===== src/rtl/gsg_pkg.sv =====
// gsg_pkg: shared widths, payload structs, sequencer codes and helpers for the
// gini split gain core. No dependencies; used by every file under rtl.
`default_nettype none

package gsg_pkg;

  localparam int IN_W   = 20;  // width of each count field
  localparam int TOT_W  = 24;  // per-side totals
  localparam int SQ_W   = 45;  // per-side sums of squares
  localparam int PROD_W = 2 * TOT_W;
  localparam int Q_W    = 16;  // Q0.16 fraction bits
  localparam int DVD_W  = 63;  // dividend / quotient width of the divider
  localparam int DVS_W  = PROD_W;
  localparam int CFG_W  = 32;
  localparam int ADDR_W = 3;

  localparam int MAX_CLASSES_DEF = 16;
  localparam int COUNT_BITS_DEF  = 20;

  localparam logic [Q_W-1:0] EMPTY_COST_RST = 16'hFFFF;

  // word select for the single register (paddr bit 2)
  localparam logic REG_EMPTY_COST = 1'b0;

  localparam int NUM_SIDES   = 3;
  localparam int SIDE_PARENT = 0;
  localparam int SIDE_LEFT   = 1;
  localparam int SIDE_RIGHT  = 2;

  typedef struct packed {
    logic [IN_W-1:0] count_parent;
    logic [IN_W-1:0] count_left;
    logic [IN_W-1:0] count_right;
    logic            last_class;
  } in_item_t;

  typedef struct packed {
    logic [Q_W-1:0] split_cost;
    logic [Q_W-1:0] info_gain;
    logic           side_empty;
  } out_item_t;

  typedef enum logic [2:0] {
    ST_IDLE,
    ST_SQ,
    ST_ACC,
    ST_CHECK,
    ST_DIV_GO,
    ST_DIV_WAIT,
    ST_PSQ,
    ST_FINISH
  } gsg_state_t;

  typedef enum logic [1:0] {
    DIV_LEFT,
    DIV_RIGHT,
    DIV_SPLIT,
    DIV_PARENT
  } div_op_t;

  typedef struct packed {
    logic             start;
    logic [DVD_W-1:0] dividend;
    logic [DVS_W-1:0] divisor;
  } div_req_t;

  typedef struct packed {
    logic             done;
    logic [DVD_W-1:0] quotient;
  } div_rsp_t;

  // 1.0 - purity in Q0.16, clamped to 0..0xFFFF
  function automatic logic [Q_W-1:0] gini_q16(input logic [DVD_W-1:0] purity);
    logic [Q_W-1:0] g;
    if (purity[DVD_W-1:Q_W] != '0) begin
      g = '0;
    end else if (purity[Q_W-1:0] == '0) begin
      g = '1;
    end else begin
      g = Q_W'(0) - purity[Q_W-1:0];
    end
    return g;
  endfunction

endpackage

`default_nettype wire


===== src/rtl/gini_split_gain_core.sv =====
// gini split gain core: a non-final class takes the totals on the accepting edge,
// then makes three square-and-add passes through the shared squarer. The final class
// adds the split evaluation: up to four passes through the shared bit-serial divider
// (none when a side is empty, no parent pass when the parent total is zero).
// The result strobe lasts one cycle as busy falls; it cannot be stalled.
// Synchronous active-low reset clears the accumulators and sets empty_cost to 0xFFFF.
`default_nettype none

module gini_split_gain_core #(
  parameter int MAX_CLASSES = gsg_pkg::MAX_CLASSES_DEF,
  parameter int COUNT_BITS  = gsg_pkg::COUNT_BITS_DEF
) (
  input  wire logic                       clk,
  input  wire logic                       rst_n,
  input  wire logic                       start,
  input  wire gsg_pkg::in_item_t          in_data,
  output logic                            busy,
  output logic                            out_valid,
  output gsg_pkg::out_item_t              out_data,
  input  wire logic                       psel,
  input  wire logic                       penable,
  input  wire logic                       pwrite,
  input  wire logic [gsg_pkg::ADDR_W-1:0] paddr,
  input  wire logic [gsg_pkg::CFG_W-1:0]  pwdata,
  output logic      [gsg_pkg::CFG_W-1:0]  prdata,
  output logic                            pready
);

  localparam int TW     = gsg_pkg::TOT_W;
  localparam int SW     = gsg_pkg::SQ_W;
  localparam int PW     = gsg_pkg::PROD_W;
  localparam int QW     = gsg_pkg::Q_W;
  localparam int DW     = gsg_pkg::DVD_W;
  localparam int VW     = gsg_pkg::DVS_W;
  localparam int NS     = gsg_pkg::NUM_SIDES;
  localparam int IW     = gsg_pkg::IN_W;
  localparam int CW     = (COUNT_BITS < IW) ? COUNT_BITS : IW;
  localparam int CLS_W  = $clog2(MAX_CLASSES + 1);
  localparam int SQA_W  = PW + 1;
  localparam int PP     = gsg_pkg::SIDE_PARENT;
  localparam int PL     = gsg_pkg::SIDE_LEFT;
  localparam int PR     = gsg_pkg::SIDE_RIGHT;

  gsg_pkg::gsg_state_t state_r, state_nxt;
  gsg_pkg::div_op_t    div_op_r;
  logic [CLS_W-1:0]    class_seen_r;
  logic [TW-1:0]       tot_r    [NS];
  logic [SW-1:0]       sq_sum_r [NS];
  logic [CW-1:0]       cnt_r    [NS];
  logic [1:0]          side_r;
  logic                last_r;
  logic [DW-1:0]       q_left_r, q_right_r, purity_r, pp_r;
  logic [QW-1:0]       empty_cost_r;
  logic                out_valid_r;
  gsg_pkg::out_item_t  out_data_r;

  logic                accept;
  logic                acc_en;
  logic                side_empty;
  logic                cfg_wr;
  logic [CW-1:0]       in_cnt   [NS];
  logic [TW:0]         tot_add  [NS];
  logic [TW-1:0]       tot_next [NS];
  logic [SQA_W-1:0]    sq_add;
  logic [SW-1:0]       sq_next;
  logic [TW-1:0]       sq_in;
  logic [PW-1:0]       sq_out;
  gsg_pkg::div_req_t   div_req;
  gsg_pkg::div_rsp_t   div_rsp;
  logic [QW-1:0]       cost_c, pg_c, gain_c;

  gsg_sqr u_sqr (
    .clk  (clk),
    .x    (sq_in),
    .sq_r (sq_out)
  );

  gsg_div u_div (
    .clk   (clk),
    .rst_n (rst_n),
    .req   (div_req),
    .rsp   (div_rsp)
  );

  assign accept     = start && !busy;
  assign acc_en     = class_seen_r < CLS_W'(MAX_CLASSES);
  assign side_empty = (tot_r[PL] == '0) || (tot_r[PR] == '0);
  assign cfg_wr     = psel && penable && pwrite && pready;

  // masked counts and saturating total updates
  always_comb begin
    in_cnt[PP] = in_data.count_parent[CW-1:0];
    in_cnt[PL] = in_data.count_left[CW-1:0];
    in_cnt[PR] = in_data.count_right[CW-1:0];
    for (int i = 0; i < NS; i++) begin
      tot_add[i]  = {1'b0, tot_r[i]} + (TW + 1)'(in_cnt[i]);
      tot_next[i] = tot_add[i][TW] ? '1 : tot_add[i][TW-1:0];
    end
  end

  always_comb begin
    sq_add  = {{(SQA_W - SW){1'b0}}, sq_sum_r[side_r]} + SQA_W'(sq_out);
    sq_next = (sq_add[SQA_W-1:SW] != '0) ? '1 : sq_add[SW-1:0];
    sq_in   = (state_r == gsg_pkg::ST_PSQ) ? tot_r[PP] : TW'(cnt_r[side_r]);
  end

  // next state
  always_comb begin
    state_nxt = state_r;
    case (state_r)
      gsg_pkg::ST_IDLE: begin
        if (accept) begin
          if (acc_en) state_nxt = gsg_pkg::ST_SQ;
          else if (in_data.last_class) state_nxt = gsg_pkg::ST_CHECK;
        end
      end
      gsg_pkg::ST_SQ: state_nxt = gsg_pkg::ST_ACC;
      gsg_pkg::ST_ACC: begin
        if (side_r == 2'(NS - 1)) begin
          state_nxt = last_r ? gsg_pkg::ST_CHECK : gsg_pkg::ST_IDLE;
        end else begin
          state_nxt = gsg_pkg::ST_SQ;
        end
      end
      gsg_pkg::ST_CHECK: begin
        state_nxt = side_empty ? gsg_pkg::ST_FINISH : gsg_pkg::ST_DIV_GO;
      end
      gsg_pkg::ST_DIV_GO: state_nxt = gsg_pkg::ST_DIV_WAIT;
      gsg_pkg::ST_DIV_WAIT: begin
        if (div_rsp.done) begin
          case (div_op_r)
            gsg_pkg::DIV_LEFT,
            gsg_pkg::DIV_RIGHT: state_nxt = gsg_pkg::ST_DIV_GO;
            gsg_pkg::DIV_SPLIT: begin
              state_nxt = (tot_r[PP] == '0) ? gsg_pkg::ST_FINISH : gsg_pkg::ST_PSQ;
            end
            default: state_nxt = gsg_pkg::ST_FINISH;
          endcase
        end
      end
      gsg_pkg::ST_PSQ: state_nxt = gsg_pkg::ST_DIV_GO;
      gsg_pkg::ST_FINISH: state_nxt = gsg_pkg::ST_IDLE;
      default: state_nxt = gsg_pkg::ST_IDLE;
    endcase
  end

  // outputs of the sequencer: divider request and result values
  always_comb begin
    busy             = (state_r != gsg_pkg::ST_IDLE);
    div_req.start    = (state_r == gsg_pkg::ST_DIV_GO);
    div_req.dividend = '0;
    div_req.divisor  = '0;
    case (div_op_r)
      gsg_pkg::DIV_LEFT: begin
        div_req.dividend = DW'({sq_sum_r[PL], {QW{1'b0}}});
        div_req.divisor  = VW'(tot_r[PL]);
      end
      gsg_pkg::DIV_RIGHT: begin
        div_req.dividend = DW'({sq_sum_r[PR], {QW{1'b0}}});
        div_req.divisor  = VW'(tot_r[PR]);
      end
      gsg_pkg::DIV_SPLIT: begin
        div_req.dividend = q_left_r + q_right_r;
        div_req.divisor  = VW'({1'b0, tot_r[PL]} + {1'b0, tot_r[PR]});
      end
      gsg_pkg::DIV_PARENT: begin
        div_req.dividend = DW'({sq_sum_r[PP], {QW{1'b0}}});
        div_req.divisor  = sq_out;
      end
      default: begin
        div_req.dividend = '0;
        div_req.divisor  = '0;
      end
    endcase
    cost_c = side_empty ? empty_cost_r : gsg_pkg::gini_q16(purity_r);
    pg_c   = (tot_r[PP] == '0) ? '0 : gsg_pkg::gini_q16(pp_r);
    if (side_empty || (pg_c <= cost_c)) gain_c = '0;
    else gain_c = pg_c - cost_c;
  end

  // control and accumulator state
  always_ff @(posedge clk) begin
    if (!rst_n) begin
      state_r      <= gsg_pkg::ST_IDLE;
      div_op_r     <= gsg_pkg::DIV_LEFT;
      class_seen_r <= '0;
      side_r       <= '0;
      empty_cost_r <= gsg_pkg::EMPTY_COST_RST;
      out_valid_r  <= 1'b0;
      for (int i = 0; i < NS; i++) begin
        tot_r[i]    <= '0;
        sq_sum_r[i] <= '0;
      end
    end else begin
      state_r     <= state_nxt;
      out_valid_r <= 1'b0;
      if (cfg_wr && (paddr[2] == gsg_pkg::REG_EMPTY_COST)) begin
        empty_cost_r <= pwdata[QW-1:0];
      end
      case (state_r)
        gsg_pkg::ST_IDLE: begin
          side_r   <= '0;
          div_op_r <= gsg_pkg::DIV_LEFT;
          if (accept && acc_en) begin
            class_seen_r <= class_seen_r + CLS_W'(1);
            for (int i = 0; i < NS; i++) tot_r[i] <= tot_next[i];
          end
        end
        gsg_pkg::ST_ACC: begin
          sq_sum_r[side_r] <= sq_next;
          side_r           <= side_r + 2'd1;
        end
        gsg_pkg::ST_DIV_WAIT: begin
          if (div_rsp.done) begin
            case (div_op_r)
              gsg_pkg::DIV_LEFT:  div_op_r <= gsg_pkg::DIV_RIGHT;
              gsg_pkg::DIV_RIGHT: div_op_r <= gsg_pkg::DIV_SPLIT;
              gsg_pkg::DIV_SPLIT: div_op_r <= gsg_pkg::DIV_PARENT;
              default:            div_op_r <= gsg_pkg::DIV_LEFT;
            endcase
          end
        end
        gsg_pkg::ST_FINISH: begin
          out_valid_r  <= 1'b1;
          class_seen_r <= '0;
          for (int i = 0; i < NS; i++) begin
            tot_r[i]    <= '0;
            sq_sum_r[i] <= '0;
          end
        end
        default: begin
        end
      endcase
    end
  end

  // payload registers
  always_ff @(posedge clk) begin
    if (accept) begin
      for (int i = 0; i < NS; i++) cnt_r[i] <= in_cnt[i];
      last_r <= in_data.last_class;
    end
    if ((state_r == gsg_pkg::ST_DIV_WAIT) && div_rsp.done) begin
      case (div_op_r)
        gsg_pkg::DIV_LEFT:  q_left_r  <= div_rsp.quotient;
        gsg_pkg::DIV_RIGHT: q_right_r <= div_rsp.quotient;
        gsg_pkg::DIV_SPLIT: purity_r  <= div_rsp.quotient;
        default:            pp_r      <= div_rsp.quotient;
      endcase
    end
    if (state_r == gsg_pkg::ST_FINISH) begin
      out_data_r.split_cost <= cost_c;
      out_data_r.info_gain  <= gain_c;
      out_data_r.side_empty <= side_empty;
    end
  end

  assign out_valid = out_valid_r;
  assign out_data  = out_data_r;
  assign pready    = 1'b1;
  assign prdata    = (paddr[2] == gsg_pkg::REG_EMPTY_COST) ?
                     gsg_pkg::CFG_W'(empty_cost_r) : '0;

`ifndef SYNTHESIS
  // a result is a single-cycle strobe
  a_strobe_single: assert property (@(posedge clk) disable iff (!rst_n)
    out_valid |=> !out_valid)
    else $error("result strobe held longer than one cycle");

  // the result leaves with the accumulators cleared and the block idle
  a_result_clears: assert property (@(posedge clk) disable iff (!rst_n)
    out_valid |-> (state_r == gsg_pkg::ST_IDLE) && (class_seen_r == '0))
    else $error("result without cleared accumulators");

  // a class past the limit that does not end the split is dropped at once
  a_overflow_skip: assert property (@(posedge clk) disable iff (!rst_n)
    (accept && (class_seen_r >= CLS_W'(MAX_CLASSES)) && !in_data.last_class)
      |=> !busy)
    else $error("dropped class kept the block busy");

  // the divider only finishes while the sequencer waits on it
  a_div_done_wait: assert property (@(posedge clk) disable iff (!rst_n)
    div_rsp.done |-> (state_r == gsg_pkg::ST_DIV_WAIT))
    else $error("divider finished outside the wait state");
`endif

endmodule

`default_nettype wire


===== src/rtl/gsg_sqr.sv =====
// gsg_sqr: registered squarer shared by the class-count squares and the
// parent total square. Depends on gsg_pkg.
`default_nettype none

module gsg_sqr (
  input  wire logic                       clk,
  input  wire logic [gsg_pkg::TOT_W-1:0]  x,
  output logic      [gsg_pkg::PROD_W-1:0] sq_r
);

  logic [gsg_pkg::PROD_W-1:0] sq_nxt;

  assign sq_nxt = gsg_pkg::PROD_W'(x) * gsg_pkg::PROD_W'(x);

  always_ff @(posedge clk) begin
    sq_r <= sq_nxt;
  end

endmodule

`default_nettype wire


===== src/rtl/gsg_div.sv =====
// gsg_div: restoring divider, one quotient bit per cycle, shared by all four
// quotients of a split. Depends on gsg_pkg for widths and request structs.
`default_nettype none

module gsg_div (
  input  wire logic              clk,
  input  wire logic              rst_n,
  input  wire gsg_pkg::div_req_t req,
  output gsg_pkg::div_rsp_t      rsp
);

  localparam int DVD_W = gsg_pkg::DVD_W;
  localparam int DVS_W = gsg_pkg::DVS_W;
  localparam int CNT_W = $clog2(DVD_W);

  logic             run_r;
  logic             done_r;
  logic [CNT_W-1:0] cnt_r;
  logic [DVD_W-1:0] quo_r;
  logic [DVS_W-1:0] rem_r;
  logic [DVS_W-1:0] dvs_r;

  logic [DVS_W:0]   shifted;
  logic [DVS_W+1:0] diff;
  logic             ge;
  logic [DVS_W-1:0] rem_nxt;

  always_comb begin
    shifted = {rem_r, quo_r[DVD_W-1]};
    diff    = {1'b0, shifted} - {2'b00, dvs_r};
    ge      = ~diff[DVS_W+1];
    rem_nxt = ge ? diff[DVS_W-1:0] : shifted[DVS_W-1:0];
  end

  always_ff @(posedge clk) begin
    if (!rst_n) begin
      run_r  <= 1'b0;
      done_r <= 1'b0;
      cnt_r  <= '0;
    end else begin
      done_r <= 1'b0;
      if (req.start) begin
        run_r <= 1'b1;
        cnt_r <= CNT_W'(DVD_W - 1);
      end else if (run_r) begin
        cnt_r <= cnt_r - CNT_W'(1);
        if (cnt_r == '0) begin
          run_r  <= 1'b0;
          done_r <= 1'b1;
        end
      end
    end
  end

  always_ff @(posedge clk) begin
    if (req.start) begin
      quo_r <= req.dividend;
      rem_r <= '0;
      dvs_r <= req.divisor;
    end else if (run_r) begin
      quo_r <= {quo_r[DVD_W-2:0], ge};
      rem_r <= rem_nxt;
    end
  end

  assign rsp.done     = done_r;
  assign rsp.quotient = quo_r;

endmodule

`default_nettype wire

===== config.mk =====
export PLATFORM = sky130hd
export DESIGN_NAME = gini_split_gain_core
export DESIGN_NICKNAME = d
export VERILOG_FILES = /design/src/rtl/gsg_pkg.sv /design/src/rtl/gini_split_gain_core.sv /design/src/rtl/gsg_sqr.sv /design/src/rtl/gsg_div.sv
export SDC_FILE = /design/constraint.sdc
export NUM_CORES = 2
export LEC_CHECK = 0
export ABC_CLOCK_PERIOD_IN_PS = 21000
export BUFFER_PORTS_ARGS = -buffer_cell sky130_fd_sc_hd__buf_2
export CAP_MARGIN = 25
export CELL_PAD_IN_SITES_DETAIL_PLACEMENT = 1
export CELL_PAD_IN_SITES_GLOBAL_PLACEMENT = 2
export CORE_MARGIN = 2
export CORE_UTILIZATION = 46
export DETAILED_ROUTE_END_ITERATION = 16
export GPL_ROUTABILITY_DRIVEN = 0
export MAX_ROUTING_LAYER = met4
export PLACE_DENSITY_LB_ADDON = 0.1
export SLEW_MARGIN = 10
export SYNTH_ARGS = -nofsm -noshare
export SYNTH_HDL_FRONTEND = slang
export SYNTH_SLANG_ARGS = --single-unit

===== constraint.sdc =====
create_clock -name clk -period 21 [get_ports clk]
set_clock_uncertainty 0.05 [all_clocks]
set_input_delay 5.25 -clock clk [delete_from_list [all_inputs] [get_ports clk]]
set_output_delay 5.25 -clock clk [all_outputs]
set_load 0.02 [all_outputs]

==> out/metrics.csv <==
metric,value,unit
layout cells sized above 1,0.0787,
maximum vdd ir drop,0.418,mV
area of the die,0.139,mm2
primary flip-flop cell chosen by synthesis mapping,edfxtp_1,
static leakage power,0.0297,uW
share of the cycle needed by the critical path after routing,0.528,
placement-stage cell area,0.0650,mm2
drt wl/cell,23.6,um
final non-filler cell area,0.0683,mm2
fraction of registers with async set/reset,0,
Core Footprint,0.135,mm2
pin count of the biggest net entering global routing,73,
Finish-stage setup viols,0,
sequential share of power,0.177,
unrepaired setup endpoints after global routing,no,
met1 Resource Use GR,0.363,
netlist area before placement,0.0624,mm2
Post-CTS Hold Fix Bufs,0,
depth of the CTS H-tree,3,
number of nets in the finished design,7116,
actual slew at the worst max-slew pin,1.05,ns
average cell area after synthesis,10.3,um2
"commonest non-fill, non-tap cells in the layout","inv_1, edfxtp_1, nand2_1, ha_1, fa_1",
DR iter-0 viols,3098,
layer with the highest usage,met2,
maximum cell stage delay along the critical path,0.20,ns
aggregate global routing overflow,0,
fraction of met3 tracks used by global routing,0.0262,
Inserted Clock Buffers,94,
type of the tightest min-delay check,register to register,
met2 Use GR,0.472,
wire length of the first global-routing pass,291,mm
most common library cell in the layout ignoring fill and taps,inv_1,
"Clk Latency, worst-skew pair",0.73,ns
Total Wirelength,189,mm
IO Count,170,
cell at the slowest stage of the critical path,buf_2,
area fraction of the dominant cell type after synthesis,0.341,
post-cts sizing count,0,
largest cells by area after synthesis,"edfxtp_1, fa_1, ha_1, inv_1, dfxtp_1",
antenna violation net count after detailed routing,0,
vias per std cell,5.70,
largest fanout on the critical path,18,
Die H,372,um
proportion of power drawn by the clock network,0.137,
post-synthesis register bit count,843,
all-layer global routing usage,0.283,
highest achievable clock rate,90.2,MHz
Layout Area Growth over Synthesis,9.55,%
number of core rows,135,
share of the core filled with cells in the final layout,0.506,
maxcap violations,0,
part of the power in combinational logic,0.686,
initial standard-cell utilization of the core,0.462,
power density relative to cell area,190,mW/mm2
x dimension of the die,372,um
root buffer selected by CTS,clkbuf_16,
CP Launch Type,input pin,
cell type with the largest total area after synthesis,edfxtp_1,
final slew viol count,0,
switching power total,6190,uW
worst endpoint required time,15.70,ns
total number of clock tree sinks,843,
total internal power,6810,uW
register clock-pin slew on the reported worst setup and hold paths,0.06,ns
number of flops mapped to enable cells by yosys,709,
Post-CTS Repair Setup Buffers,0,
Detail Placement HPWL,145,mm
Netlist cell types,90,
total power of the final layout,13000,uW
Setup TNS,0,ns
kind of cell adding the most delay to the critical path,buffers and inverters,
Yosys Warn Count,0,
portion of the post-synthesis area used by sequential elements,0.384,
number of global-route vias before repair,48900,
remaining routing DRC violations,0,
CTS tree,done,
post-layout min period,11.09,ns
"Critical Path, Cell by Cell",buf_2 > nor2b_1 > buf_2,
endpoint type of the worst setup path,output pin,
initial antenna violation count,0,
Via Count,45600,
number of hold violations in the final report,0,
status,completed,
kind of critical path,input pin to output pin,
Crit path arrival time,5.79,ns
total iterations of the first detailed-routing run,9,
dominant cell type by count on the critical path,buf_2,
switching share of power,0.476,
cell count after synthesis,6075,
final hold slack,0.448,ns
buffering stage count on the worst path with inverters included,2,
maximum number of buffers from clock root to sink,3,
number of input and output port buffers inserted,134,
Slew HR,0.302,
per-layer routing:
metal | vias up | wire length, um
li1 | 21300 | -
met1 | 23200 | 83500
met2 | 894 | 92400
met3 | 267 | 6820
met4 | 0 | 6340
met5 | - | 0
synthesized netlist by cell type, types with 12 or more instances:
library cell and count:
a222oi_1 19, a41oi_1 14, o31ai_1 24, a22o_1 12, o211ai_1 28, edfxtp_1 709
and2_1 148, nor2b_1 61, a21o_1 152, a21oi_1 393, a31oi_1 39, nor3_1 56
dfxtp_1 134, buf_1 19, nand3_1 141, clkbuf_1 214, mux2i_1 59, xnor2_1 169
a21boi_0 17, o21a_1 63, a221oi_1 32, inv_1 751, and3_1 35, o21bai_1 42
nand2_1 515, a22oi_1 16, ha_1 439, xor2_1 125, mux4_2 45, or3_1 18
a221o_1 28, or2_2 20, nor2_1 412, fa_1 429, a211oi_1 58, nand4_1 40
nand2b_1 47, o21ai_0 299, buf_4 18, nor4_1 55
tightest hold or removal path: stages (launching register included):
cell	delay, ns
dfxtp_1	0.33
nand2_1	0.06
nand3_1	0.06
metrics by stage:
stage / setup WS [ns] / cells
finish: 9.91 / 8006
global route: 9.63 / 8005
CTS: 9.90 / 8002
detailed placement: 9.92 / 7828
global placement: 9.96 / 7826
floorplan: 9.94 / 6090
cell type report:
class,instances,area (um2)
Inverter,754,2830
Antenna cell,1,2.50
Clock buffer,114,2510
Tap cell,1781,2230
Sequential cell,843,24000
Fill cell,14800,66600
Clock inverter,60,800
Multi-Input combinational cell,4236,34700
Timing Repair Buffer,217,1320
logic make-up (layout without fill, tap and decap cells):
group | Yosys count | in the layout | share of synthesized area
simple gates | 1607 | 1607 | 0.121
other cells | 2 | 18 | 0.000120
mux | 109 | 109 | 0.0267
buf+inv | 1011 | 1145 | 0.0621
compound gates | 1341 | 1341 | 0.138
xor+xnor | 294 | 294 | 0.0413
fa+ha+maj | 868 | 868 | 0.226
flops | 843 | 843 | 0.384
registers in the layout, indices dropped and copies added, names as in the netlist, 60 cells and up, named ones only:
signal / flops
q_left_r: 63
q_right_r: 63
sq_sum_r: 180
tot_r: 72
pp_r: 63
u_div.quo_r: 63
purity_r: 63
cnt_r: 60
final timing paths:
| kind | endpoint | from | slack (ns) | cells after the start |
|---|---|---|---|---|
| max | prdata[8] | paddr[2] | 9.91 | 3 |
| min | empty_cost_r[5] | empty_cost_r[5] | 0.45 | 2 |
| min reg2reg | empty_cost_r[5] | empty_cost_r[5] | 0.45 | 2 |
| max reg2reg | u_sqr.sq_r[47] | state_r[1] | 10.26 | 30 |
power by group through the flow:
stage	Combinational [uW]	Sequential, uW	Clock (uW)
global placement	8780	2320	0
finish	8920	2290	1780
floorplan	6510	2220	0
detailed placement	8960	2320	0
CTS	9000	2290	1820
global route	10100	2310	1880
No activity file was read; power rests on OpenSTA's default activity.
